<file path="config.mk">
export PLATFORM = sky130hd
export DESIGN_NAME = arm_position_p_controller
export DESIGN_NICKNAME = d
export VERILOG_FILES = /design/src/hw/rtl/apc_pkg.sv /design/src/hw/rtl/apc_regs.sv /design/src/hw/rtl/apc_prop.sv /design/src/hw/rtl/arm_position_p_controller.sv
export SDC_FILE = /design/constraint.sdc
export NUM_CORES = 1
export LEC_CHECK = 0
export ABC_AREA = 1
export BUFFER_PORTS_ARGS = -buffer_cell sky130_fd_sc_hd__clkbuf_2
export CORE_MARGIN = 5
export CORE_UTILIZATION = 41
export CTS_CLUSTER_SIZE = 25
export DETAILED_ROUTE_END_ITERATION = 8
export SYNTH_ARGS = -nofsm -noshare
export SYNTH_HDL_FRONTEND = slang
export SYNTH_SLANG_ARGS = --single-unit
</file>
<file path="constraint.sdc">
create_clock -name aclk -period 17.9 [get_ports aclk]
set_input_delay 3.58 -clock aclk [delete_from_list [all_inputs] [get_ports aclk]]
set_output_delay 3.58 -clock aclk [all_outputs]
set_load 0.01 [all_outputs]
</file>
<file path="src/hw/rtl/apc_pkg.sv">
// Shared types and constants for the arm position drive.
// Payload structs, command codes, register indexes and fixed arithmetic constants.
// No dependencies.
`timescale 1ns / 1ps

package apc_pkg;

    typedef enum logic [1:0] {
        CMD_NONE  = 2'd0,
        CMD_MOVE  = 2'd1,
        CMD_BRAKE = 2'd2
    } cmd_t;

    localparam logic FUNC_POLL = 1'b0;
    localparam logic FUNC_TICK = 1'b1;

    localparam logic [2:0] REG_MANUAL_SPEED = 3'd0;
    localparam logic [2:0] REG_GAIN         = 3'd1;
    localparam logic [2:0] REG_REST_ANGLE   = 3'd2;
    localparam logic [2:0] REG_LOAD_ANGLE   = 3'd3;
    localparam logic [2:0] REG_SHOOT_ANGLE  = 3'd4;
    localparam logic [2:0] REG_STAKE_ANGLE  = 3'd5;

    localparam int unsigned ADDR_W  = 5;
    localparam int unsigned POS_W   = 10;
    localparam int unsigned ANGLE_W = 9;

    // ceil(2^23 / 100): exact floor(x / 100) for every 16-bit x
    localparam logic [16:0] DIV100_MUL   = 17'd83887;
    localparam int unsigned DIV100_SHIFT = 23;

    localparam logic [ANGLE_W-1:0] WIN_LO = 9'd130;
    localparam logic [ANGLE_W-1:0] WIN_HI = 9'd210;

    typedef struct packed {
        logic        func;
        logic        btn_up;
        logic        btn_down;
        logic        btn_rest;
        logic        btn_load;
        logic        btn_shoot;
        logic        btn_stake;
        logic [15:0] angle_centideg;
    } in_t;

    typedef struct packed {
        cmd_t              command;
        logic signed [7:0] motor_power;
        logic              auto_active;
    } out_t;

    typedef struct packed {
        logic [6:0]         manual_speed;
        logic [15:0]        gain_q8_8;
        logic [ANGLE_W-1:0] rest_angle;
        logic [ANGLE_W-1:0] load_angle;
        logic [ANGLE_W-1:0] shoot_angle;
        logic [ANGLE_W-1:0] stake_angle;
    } cfg_t;

    // input stage: buttons plus sensor angle already in whole degrees
    typedef struct packed {
        logic             func;
        logic             btn_up;
        logic             btn_down;
        logic             btn_rest;
        logic             btn_load;
        logic             btn_shoot;
        logic             btn_stake;
        logic [POS_W-1:0] pos;
    } stage_t;

endpackage

</file>
<file path="src/hw/rtl/apc_regs.sv">
// APB configuration registers of the arm position drive.
// Depends on apc_pkg.
`timescale 1ns / 1ps

module apc_regs (
    input  logic                       aclk,
    input  logic                       aresetn,
    input  logic                       psel,
    input  logic                       penable,
    input  logic                       pwrite,
    input  logic [apc_pkg::ADDR_W-1:0] paddr,
    input  logic [31:0]                pwdata,
    output logic [31:0]                prdata,
    output logic                       pready,
    output apc_pkg::cfg_t              cfg
);
    import apc_pkg::*;

    cfg_t       cfg_reg;
    logic       wr_en;
    logic [2:0] idx;

    assign pready = 1'b1;
    assign wr_en  = psel && penable && pwrite;
    assign idx    = paddr[ADDR_W-1:2];
    assign cfg    = cfg_reg;

    always_ff @(posedge aclk) begin
        if (!aresetn) begin
            cfg_reg.manual_speed <= 7'd127;
            cfg_reg.gain_q8_8    <= 16'd256;
            cfg_reg.rest_angle   <= '0;
            cfg_reg.load_angle   <= '0;
            cfg_reg.shoot_angle  <= '0;
            cfg_reg.stake_angle  <= '0;
        end else if (wr_en) begin
            unique case (idx)
                REG_MANUAL_SPEED: cfg_reg.manual_speed <= pwdata[6:0];
                REG_GAIN:         cfg_reg.gain_q8_8    <= pwdata[15:0];
                REG_REST_ANGLE:   cfg_reg.rest_angle   <= pwdata[ANGLE_W-1:0];
                REG_LOAD_ANGLE:   cfg_reg.load_angle   <= pwdata[ANGLE_W-1:0];
                REG_SHOOT_ANGLE:  cfg_reg.shoot_angle  <= pwdata[ANGLE_W-1:0];
                REG_STAKE_ANGLE:  cfg_reg.stake_angle  <= pwdata[ANGLE_W-1:0];
                default: ;
            endcase
        end
    end

    always_comb begin
        prdata = '0;
        unique case (idx)
            REG_MANUAL_SPEED: prdata = {25'd0, cfg_reg.manual_speed};
            REG_GAIN:         prdata = {16'd0, cfg_reg.gain_q8_8};
            REG_REST_ANGLE:   prdata = {23'd0, cfg_reg.rest_angle};
            REG_LOAD_ANGLE:   prdata = {23'd0, cfg_reg.load_angle};
            REG_SHOOT_ANGLE:  prdata = {23'd0, cfg_reg.shoot_angle};
            REG_STAKE_ANGLE:  prdata = {23'd0, cfg_reg.stake_angle};
            default:          prdata = '0;
        endcase
    end

endmodule

</file>
<file path="src/hw/rtl/apc_prop.sv">
// Proportional power on the wrapped angle error, with window override and clamp.
// Depends on apc_pkg.
`timescale 1ns / 1ps

module apc_prop (
    input  logic [apc_pkg::POS_W-1:0]   pos,
    input  logic [apc_pkg::ANGLE_W-1:0] target,
    input  logic [15:0]                 gain_q8_8,
    output logic signed [7:0]           power
);
    import apc_pkg::*;

    logic signed [10:0] diff;
    logic signed [10:0] wrapped;
    logic signed [8:0]  err;
    logic signed [25:0] prod;
    logic signed [17:0] quot;
    logic signed [17:0] shaped;
    logic               pos_in_win;
    logic               tgt_in_win;

    assign pos_in_win = ({1'b0, WIN_LO} < pos) && (pos < {1'b0, WIN_HI});
    assign tgt_in_win = (WIN_LO < target) && (target < WIN_HI);

    // diff spans -475..691, so one correction step lands in 0..359
    assign diff = $signed({2'b00, target}) - $signed({1'b0, pos}) + 11'sd180;

    always_comb begin
        priority if (diff < -11'sd360) begin
            wrapped = diff + 11'sd720;
        end else if (diff < 11'sd0) begin
            wrapped = diff + 11'sd360;
        end else if (diff >= 11'sd360) begin
            wrapped = diff - 11'sd360;
        end else begin
            wrapped = diff;
        end
    end

    assign err  = 9'sd180 - wrapped[8:0];
    assign prod = 26'(err) * 26'($signed({1'b0, gain_q8_8}));

    // divide by 256 rounding toward zero
    always_comb begin
        if (prod < 0) begin
            quot = 18'((prod + 26'sd255) >>> 8);
        end else begin
            quot = 18'(prod >>> 8);
        end
    end

    always_comb begin
        shaped = quot;
        if (pos_in_win && !tgt_in_win && quot > 0) begin
            shaped = -quot;
        end
    end

    always_comb begin
        priority if (shaped > 18'sd127) begin
            power = 8'sd127;
        end else if (shaped < -18'sd127) begin
            power = -8'sd127;
        end else begin
            power = shaped[7:0];
        end
    end

endmodule

</file>
<file path="src/hw/rtl/arm_position_p_controller.sv">
// Arm position drive: manual up/down drive, brake, and four preset targets held
// by a proportional loop on the wrapped angle error. Every input transfer gives
// exactly one result transfer. An item passes an input register (where the
// sensor angle is already reduced to whole degrees) and one pass of logic into
// the result register, and one item is taken every cycle; the only stalls come
// from m_ready held low. Registers sit on an APB port at 4*index and should be
// written while no transfer is in flight.
`timescale 1ns / 1ps

module arm_position_p_controller (
    input  logic                       aclk,
    input  logic                       aresetn,
    input  logic                       s_valid,
    output logic                       s_ready,
    input  apc_pkg::in_t               s_data,
    output logic                       m_valid,
    input  logic                       m_ready,
    output apc_pkg::out_t              m_data,
    input  logic                       psel,
    input  logic                       penable,
    input  logic                       pwrite,
    input  logic [apc_pkg::ADDR_W-1:0] paddr,
    input  logic [31:0]                pwdata,
    output logic [31:0]                prdata,
    output logic                       pready
);
    import apc_pkg::*;

    cfg_t               cfg;
    logic [32:0]        div_prod;
    stage_t             in_next;
    stage_t             in_reg;
    logic               in_valid_reg;
    logic               out_valid_reg;
    out_t               out_reg;
    out_t               out_next;
    logic [ANGLE_W-1:0] target_reg;
    logic [ANGLE_W-1:0] target_next;
    logic               auto_reg;
    logic               auto_next;
    logic               out_free;
    logic               advance;
    logic signed [7:0]  tick_power;

    apc_regs u_regs (
        .aclk    (aclk),
        .aresetn (aresetn),
        .psel    (psel),
        .penable (penable),
        .pwrite  (pwrite),
        .paddr   (paddr),
        .pwdata  (pwdata),
        .prdata  (prdata),
        .pready  (pready),
        .cfg     (cfg)
    );

    apc_prop u_prop (
        .pos       (in_reg.pos),
        .target    (target_reg),
        .gain_q8_8 (cfg.gain_q8_8),
        .power     (tick_power)
    );

    assign out_free = !out_valid_reg || m_ready;
    assign advance  = in_valid_reg && out_free;
    assign s_ready  = !in_valid_reg || out_free;
    assign m_valid  = out_valid_reg;
    assign m_data   = out_reg;

    // whole degrees via reciprocal multiply
    assign div_prod = {17'd0, s_data.angle_centideg} * {16'd0, DIV100_MUL};

    always_comb begin
        in_next.func      = s_data.func;
        in_next.btn_up    = s_data.btn_up;
        in_next.btn_down  = s_data.btn_down;
        in_next.btn_rest  = s_data.btn_rest;
        in_next.btn_load  = s_data.btn_load;
        in_next.btn_shoot = s_data.btn_shoot;
        in_next.btn_stake = s_data.btn_stake;
        in_next.pos       = div_prod[DIV100_SHIFT +: POS_W];
    end

    always_comb begin
        target_next          = target_reg;
        auto_next            = auto_reg;
        out_next.command     = CMD_NONE;
        out_next.motor_power = '0;
        if (in_reg.func == FUNC_POLL) begin
            if (in_reg.btn_up) begin
                out_next.command     = CMD_MOVE;
                out_next.motor_power = $signed({1'b0, cfg.manual_speed});
                auto_next            = 1'b0;
            end else if (in_reg.btn_down) begin
                out_next.command     = CMD_MOVE;
                out_next.motor_power = -$signed({1'b0, cfg.manual_speed});
                auto_next            = 1'b0;
            end else if (!auto_reg) begin
                out_next.command = CMD_BRAKE;
            end
            // later presets override earlier ones
            if (in_reg.btn_rest) begin
                target_next = cfg.rest_angle;
                auto_next   = 1'b1;
            end
            if (in_reg.btn_load) begin
                target_next = cfg.load_angle;
                auto_next   = 1'b1;
            end
            if (in_reg.btn_shoot) begin
                target_next = cfg.shoot_angle;
                auto_next   = 1'b1;
            end
            if (in_reg.btn_stake) begin
                target_next = cfg.stake_angle;
                auto_next   = 1'b1;
            end
        end else if (auto_reg) begin
            out_next.command     = CMD_MOVE;
            out_next.motor_power = tick_power;
        end
        out_next.auto_active = auto_next;
    end

    always_ff @(posedge aclk) begin
        if (!aresetn) begin
            in_valid_reg  <= 1'b0;
            out_valid_reg <= 1'b0;
            target_reg    <= '0;
            auto_reg      <= 1'b0;
        end else begin
            if (s_valid && s_ready) begin
                in_valid_reg <= 1'b1;
            end else if (advance) begin
                in_valid_reg <= 1'b0;
            end
            if (advance) begin
                out_valid_reg <= 1'b1;
                target_reg    <= target_next;
                auto_reg      <= auto_next;
            end else if (m_ready) begin
                out_valid_reg <= 1'b0;
            end
        end
    end

    always_ff @(posedge aclk) begin
        if (s_valid && s_ready) begin
            in_reg <= in_next;
        end
        if (advance) begin
            out_reg <= out_next;
        end
    end

endmodule

</file>
; ---- Word level (Yosys, flattened, before mapping)
; Index checks and enable logic that the tools add are counted.
[op_classes]
n_addsub = 9
multipliers = 2
magnitude_cmp = 11
n_eq_ne = 5
mux = 29
n_bitwise = 1
reduce_logical = 24
[op_table]
columns = cell, count
row1 = case mux 16 bit (6 select lines), 1
row2 = 2-to-1 mux 9 bit, 8
row3 = 2-to-1 mux 18 bit, 2
row4 = "multiplier 16 x 17 -> 33 bit, second input constant", 1
row5 = "adder 26 x 9 -> 26 bit, second input constant", 1
row6 = "< comparator 26 x 1 -> 1 bit, second input constant", 1
row7 = multiplier 9 x 17 -> 26 bit, 1
row8 = 2-to-1 mux 8 bit, 3
row9 = 2-to-1 mux 10 bit, 2
row10 = "adder 9 bit, second input constant", 2
row11 = "> comparator 18 x 1 -> 1 bit, second input constant", 1
row12 = "> comparator 18 x 8 -> 1 bit, second input constant", 1
row13 = "< comparator 18 x 8 -> 1 bit, second input constant", 1
row14 = negator 18 bit, 1
row15 = AND reduction 2 bit, 6
row16 = "adder 11 x 9 -> 11 bit, second input constant", 1
row17 = "greater-or-equal comparator 11 x 10 -> 1 bit, second input constant", 1
row18 = "< comparator 11 x 1 -> 1 bit, second input constant", 1
row19 = "< comparator 11 x 10 -> 1 bit, second input constant", 1
row20 = 2-to-1 mux 1 bit, 11
row21 = subtractor 9 x 10 -> 11 bit, 1
row22 = "< comparator 10 x 8 -> 1 bit, second input constant", 1
row23 = "< comparator 8 x 10 -> 1 bit, first input constant", 1
row24 = "< comparator 8 x 9 -> 1 bit, first input constant", 1
row25 = other kinds (16), 30
[word_totals]
regBits = 99
in_bits = 67
wordCells = 102

; ---- Depth between registers and ports, before layout
; Gate-level depths: netlist of the first run.
[depth]
ltp_word = 18
ltp_mapped = 69
depth_no_buf = 67

; ---- By module
; A second synthesis of the first run with hierarchy kept.
[unflattened]
hier_cells = 2628
hier_area_um2 = 18368.9
[modules_own_cells]
columns = mod, instances, cells_per_inst, area_each_um2, seq_area_each_um2
row1 = apc_prop, 1, 1236, 7826.3, 0.0
row2 = arm_position_p_controller, 1, 895, 7388.3, 1081.0
row3 = apc_regs, 1, 497, 3154.3, 1181.1

; ---- Least setup slack after synthesis of the first run
; No wires, ideal clock.
[synth_timing]
kind = reg-to-reg
start = reg in_reg[1] in the netlist's numbering
end = reg out_reg (netlist bit m_data[2]) (data pin)
setup_ns = 0.256
t_arrival_ns = 9.350
required_ns = 17.644
slack_ns = 8.294
stages_incl_launch_ff = 64
path_buffers = 3
path_cell_list = edfxtp_1 > inv_1 > ha_1 > ha_1 > fa_1 > a21oi_1 > o21bai_1 > or2_2 > nand2_1 > inv_1 > ha_1 > nand2_1 > o311ai_0 > nand2_1 > nand2_1 > nand2_1 > inv_1 > nand2_1 > (+28 left out) > nand3_4 > nor2_4 > nand2_4 > nor2_8 > nand3_4 > nand2_4 > buf_12 > nand2_1 > nand2_1 > nand2_1 > nor2_1 > nand2_1 > nand3_2 > nand2_4 > nand2_1 > nand2_1 > nand2_1 > nand2_1
[synth_rtl]
columns = item, line
row1 = start: declaration, arm_position_p_controller.sv:32  ; stage_t in_reg;
row2 = start signal: assignment, arm_position_p_controller.sv:150  ; in_reg <= in_next;
row3 = end signal: assignment, arm_position_p_controller.sv:153  ; out_reg <= out_next;
row4 = end: declaration, arm_position_p_controller.sv:35  ; out_t out_reg;

==> metrics.txt, run 1 <==
first-pass GRT wire length 70500 um; Buffers & Inverters on Critical Path 9; CTS Buf Count 9; H-tree Lvls 3; Hold Startpoint u_regs.cfg[25]; period utilisation layout 0.644; hold path cells 2; WP data required approximately 18 ns; P&R area growth vs syn 6.66%; Critical-path top delay cell nand2_1; status finished clean; grt ovf 0; Worst Max-Slew Pin Slew 1.22 ns; Mean Syn Cell Area roughly 7.6 um^2; Seq/Total Area, Yosys 0.135; pin count of the biggest net entering global routing 65; Synth Area in Compound Gates 0.0860; Synth Instances 2198; Worst R2R Setup Slack 6.37 ns; Die ar. 45100 um^2; cts hold-fix bufs 0; DRT antenna net count 0; unrepaired setup endpoints after global routing no; top cell type's share of synthesized area 0.235; Setup CP Type register to register; Top cell by count, worst path nand2_1; fmax 86.7 MHz; Fillers 4128; most frequent cells in the layout 456 x nand2_1, 403 x inv_1, 235 x nor2_1; drt via density 5.06; final hold vios 0; Post-DP HPWL around 36000 um; delay of the slowest critical-path stage about 0.61 ns; minimum clock period 11.53 ns; total number of vias ~14000; total track usage 0.189; prevailing post-synth register cell dfxtp_1; DR pass1 iterations 6; most common cell after layout, fill and taps aside nand2_1; Synth Area in Adders 0.405; initial antenna violation count 0; setup TNS 0 ns; Slew Viols, Final 0; Slew HR 0.180; FP Rows 74; Longest Clk Path Bufs 2; Avg WL per Cell 14.9 um; Max-cap violations 0; fraction of registers with async set/reset 0; post-synthesis xor/xnor area fraction 0.0162; total core area 40600 um^2; Post-route DRC 0; ratio of cells with drive above 1 in the final layout 0.0868; gp weighted congestion approximately 0.9; R2R Path End m_data[1]; setup bufs post-CTS 0; RR Startpoint in_reg[1]; top post-synthesis cells by area fa_1 23%, ha_1 17%, nand2_1 10%, inv_1 9.0%, dfxtp_1 8.5%; clk_lat worst skew around 0.36 ns; post-synthesis mux area share 0.00477; Post-synth EDFFs 28; Nets about 2700; Post-Syn Area 16800 um^2; Finish-stage setup viols 0; vias in the first global route 14500; Critical Path AT 11.64 ns; top cell type by total area after synthesis fa_1; Synth Area in Simple Gates 0.240; synth unique cells 59; Worst Hold End u_regs.cfg[25]; Initial DRC Count 763; CTS tree built; Yosys warnings 0; Root Driver clkbuf_16; Crit. End Element register; initial core utilization 0.413; r2r worst-path depth 56; Sink Count approximately 100; Clock Pin Slew Worst Setup and Hold Paths 0.08 ns; antenna cell count 0; worst hold path type register to register; max FFs per register 59; post-placement cell area 17600 um^2; CTS resizes 0; CP Launch Type register; IO Port Bufs 77; Clock Skews 0.0186 ns; largest family of logic cells by synthesized area adder cells; IO Pins 113; FF+latch count, synth 99; Die H 212 um; final wirelength between 40000 and 50000 um; CP max FO 17; Worst path top cell family by delay adder cells; non-filler cells, final 2790; Placed Instances 2774; Die X 212 um; Post-Layout Inst Area ~18000 um^2
per-stage QoR:
step | setup slack [ns] | utilization | hold slack, ns
2_1_floorplan | 8.29 | - | 0.445
3_3_place_gp | 6.42 | 0.433 | 0.485
3_5_place_dp | 6.35 | 0.433 | 0.492
4_1_cts | 6.30 | 0.441 | 0.503
5_1_grt | 5.44 | 0.441 | 0.525
6_report | 6.37 | 0.441 | 0.502
routing by layer:
metal  GRT usage  wire length [um]  share of wire
met1       0.240             17800           0.43
met3      0.0192              1720          0.041
met2       0.344             21000           0.50
met5           0                 0              0
met4      0.0530              1200          0.029
cells by family (layout without fill, tap and decap cells):
| logic type | Yosys count | count (layout) |
|---|---|---|
| DFF | 99 | 99 |
| buffers and inverters | 475 | 520 |
| AOI/OAI and AO/OA | 247 | 247 |
| muxes | 8 | 8 |
| and+or+nand+nor | 910 | 910 |
| other | 2 | 17 |
| xor gates and xnor gates | 31 | 31 |
| adders and majority gates | 426 | 426 |
tightest hold or removal path: stages (launching register included):
cell,delay (ns)
dfxtp_1,0.30
inv_1,0.09
a21oi_1,0.07
synth_stat cells, types with 25 or more instances:
cell type  count
edfxtp_1      28
clkbuf_1      25
dfxtp_1       71
nand2_1      456
fa_1         197
nand3_1       85
ha_1         229
nand2_2       29
inv_1        403
a21oi_1       84
o21ai_0       92
nor2_1       235
worst max path at each step:
stage          depth (start not counted)  slack (ns)      start         to
6_report                              56        6.37  in_reg[1]  m_data[1]
5_1_grt                               57        5.44  in_reg[1]  m_data[1]
4_1_cts                               56        6.30  in_reg[1]  m_data[1]
3_5_place_dp                          56        6.35  in_reg[1]  m_data[1]
3_3_place_gp                          56        6.42  in_reg[1]  m_data[1]
2_1_floorplan                         63        8.29  in_reg[1]  m_data[2]
final cells by class:
type / count / area [um^2] / area share
inverter: 425 / 1600 / 0.0891
multi-input combinational: 1639 / 12700 / 0.709
clock buffer: 10 / 239 / 0.0133
tap: 532 / 666 / 0.0372
sequential: 99 / 2260 / 0.126
clock inverter: 6 / 52.6 / 0.00293
timing repair buffer: 79 / 400 / 0.0224
Power of run 1 is left out: the tool's default activity adds up to more than one toggle a clock period on the data nets, which glitch-free logic cannot reach.
==> run 2, diff against run 1 <==
==> constraint.sdc (replaced) <==
create_clock -name aclk -period 11.7 [get_ports aclk]
set_input_delay 2.34 -clock aclk [delete_from_list [all_inputs] [get_ports aclk]]
set_output_delay 2.34 -clock aclk [all_outputs]
set_load 0.01 [all_outputs]
==> metrics.txt, run 2 (synthesis results as in run 1) <==
status finished clean; pre-CTS setup slack 0.777 ns; CP max FO 11; Die H 212 um; CTS tree built; most common cell after layout, fill and taps aside nand2_1; initial antenna violation count 0; cts hold-fix bufs 0; Setup CP Type register to register; CP Launch Type register; Critical-path top delay cell fa_1; post-route worst setup slack 0.867 ns; Worst Max-Slew Pin Slew 1.20 ns; P&R area growth vs syn 6.94%; Fillers 4166; initial core utilization 0.413; Nets 2750; Die X 212 um; WP data required around 12 ns; DRT antenna net count 0; minimum clock period 10.83 ns; delay of the slowest critical-path stage ~0.54 ns; Multi-input gate area 12700 um^2; Critical Path AT 10.95 ns; Clock Skews 0.00869 ns; vias in the first global route 14400; max FFs per register 59; final hold vios 0; Longest Clk Path Bufs 2; FF/Latch Area 2260 um^2; Crit. End Element register; gp weighted congestion 0.923; Max-cap violations 0; total number of vias 14200; period utilisation layout 0.926; Post-Layout Inst Area 18000 um^2; drt via density 5.09; IO Port Bufs 77; Finish-stage setup viols 0; Post-route DRC 0; Die ar. 45100 um^2; Slew HR 0.196; most frequent cells in the layout 454 x nand2_1, 403 x inv_1, 235 x nor2_1; DR pass1 iterations 6; Sink Count 99; CTS Buf Count 9; setup bufs post-CTS 0; total core area 40600 um^2; first-pass GRT wire length 70000 um; clk_lat worst skew 0.36 ns; fmax 92.3 MHz; ratio of cells with drive above 1 in the final layout 0.0897; worst hold path type register to register; Slew Viols, Final 0; antenna cell count 0; setup TNS 0 ns; Clock Pin Slew Worst Setup and Hold Paths ~0.080 ns; IO Pins 113; Post-DP HPWL about 36000 um; grt ovf 0; unrepaired setup endpoints after global routing no; FP Rows 74; Avg WL per Cell 15.1 um; total track usage 0.189; Top cell by count, worst path nand2_1; H-tree Lvls 3; Root Driver clkbuf_16; pin count of the biggest net entering global routing 65; final wirelength about 42000 um; post-placement cell area 17600 um^2; Initial DRC Count 605
==> run 2: worst paths after layout <==
path            startpoint             to  slack [ns]  depth (start not counted)
min reg2reg  target_reg[0]  target_reg[0]        0.51                          2
max reg2reg      in_reg[1]      m_data[1]        0.87                         60
max              in_reg[1]      m_data[1]        0.87                         60
min          target_reg[0]  target_reg[0]        0.51                          2
==> run 2: layout make-up <==
cell class / instances / share of cell area
Clock buffer: 10 / 0.0133
Clock inverter: 6 / 0.00307
Inverter: 425 / 0.0888
Multi-Input combinational cell: 1639 / 0.708
Sequential cell: 99 / 0.126
Tap cell: 532 / 0.0371
Timing Repair Buffer: 83 / 0.0240
==> run 2: metrics by stage <==
| stage | cells | hold WS [ns] | utilization |
|---|---|---|---|
| after floorplan | 2213 | 0.445 | - |
| after global placement | 2778 | 0.489 | 0.434 |
| after detailed placement | 2778 | 0.500 | 0.434 |
| after CTS | 2794 | 0.508 | 0.441 |
| after global routing | 2794 | 0.529 | 0.442 |
| final | 2794 | 0.509 | 0.442 |
==> run 2: metal layers <==
| metal | global-route usage | vias up | share of wire |
|---|---|---|---|
| met4 | 0.0455 | 0 | 0.024 |
| met5 | 0 | - | 0 |
| li1 | - | 7041 | - |
| met1 | 0.233 | 6843 | 0.42 |
| met3 | 0.0174 | 62 | 0.032 |
| met2 | 0.355 | 268 | 0.52 |
==> run 2: what timing repair did <==
action	in CTS	in global routing
endpoints found under the hold margin	0	0
gates resized for setup	0	4
setup endpoints to repair	0	7
==> run 2: critical path: cells and delay by family (launching register included) <==
| kind | cells | cell delay, ns |
|---|---|---|
| simple gates | 34 | 4.20 |
| fa+ha+maj | 10 | 4.09 |
| buf+inv | 11 | 1.29 |
| compound gates | 5 | 0.57 |
| flops | 1 | 0.41 |
Power of run 2 is left out for the same reason.
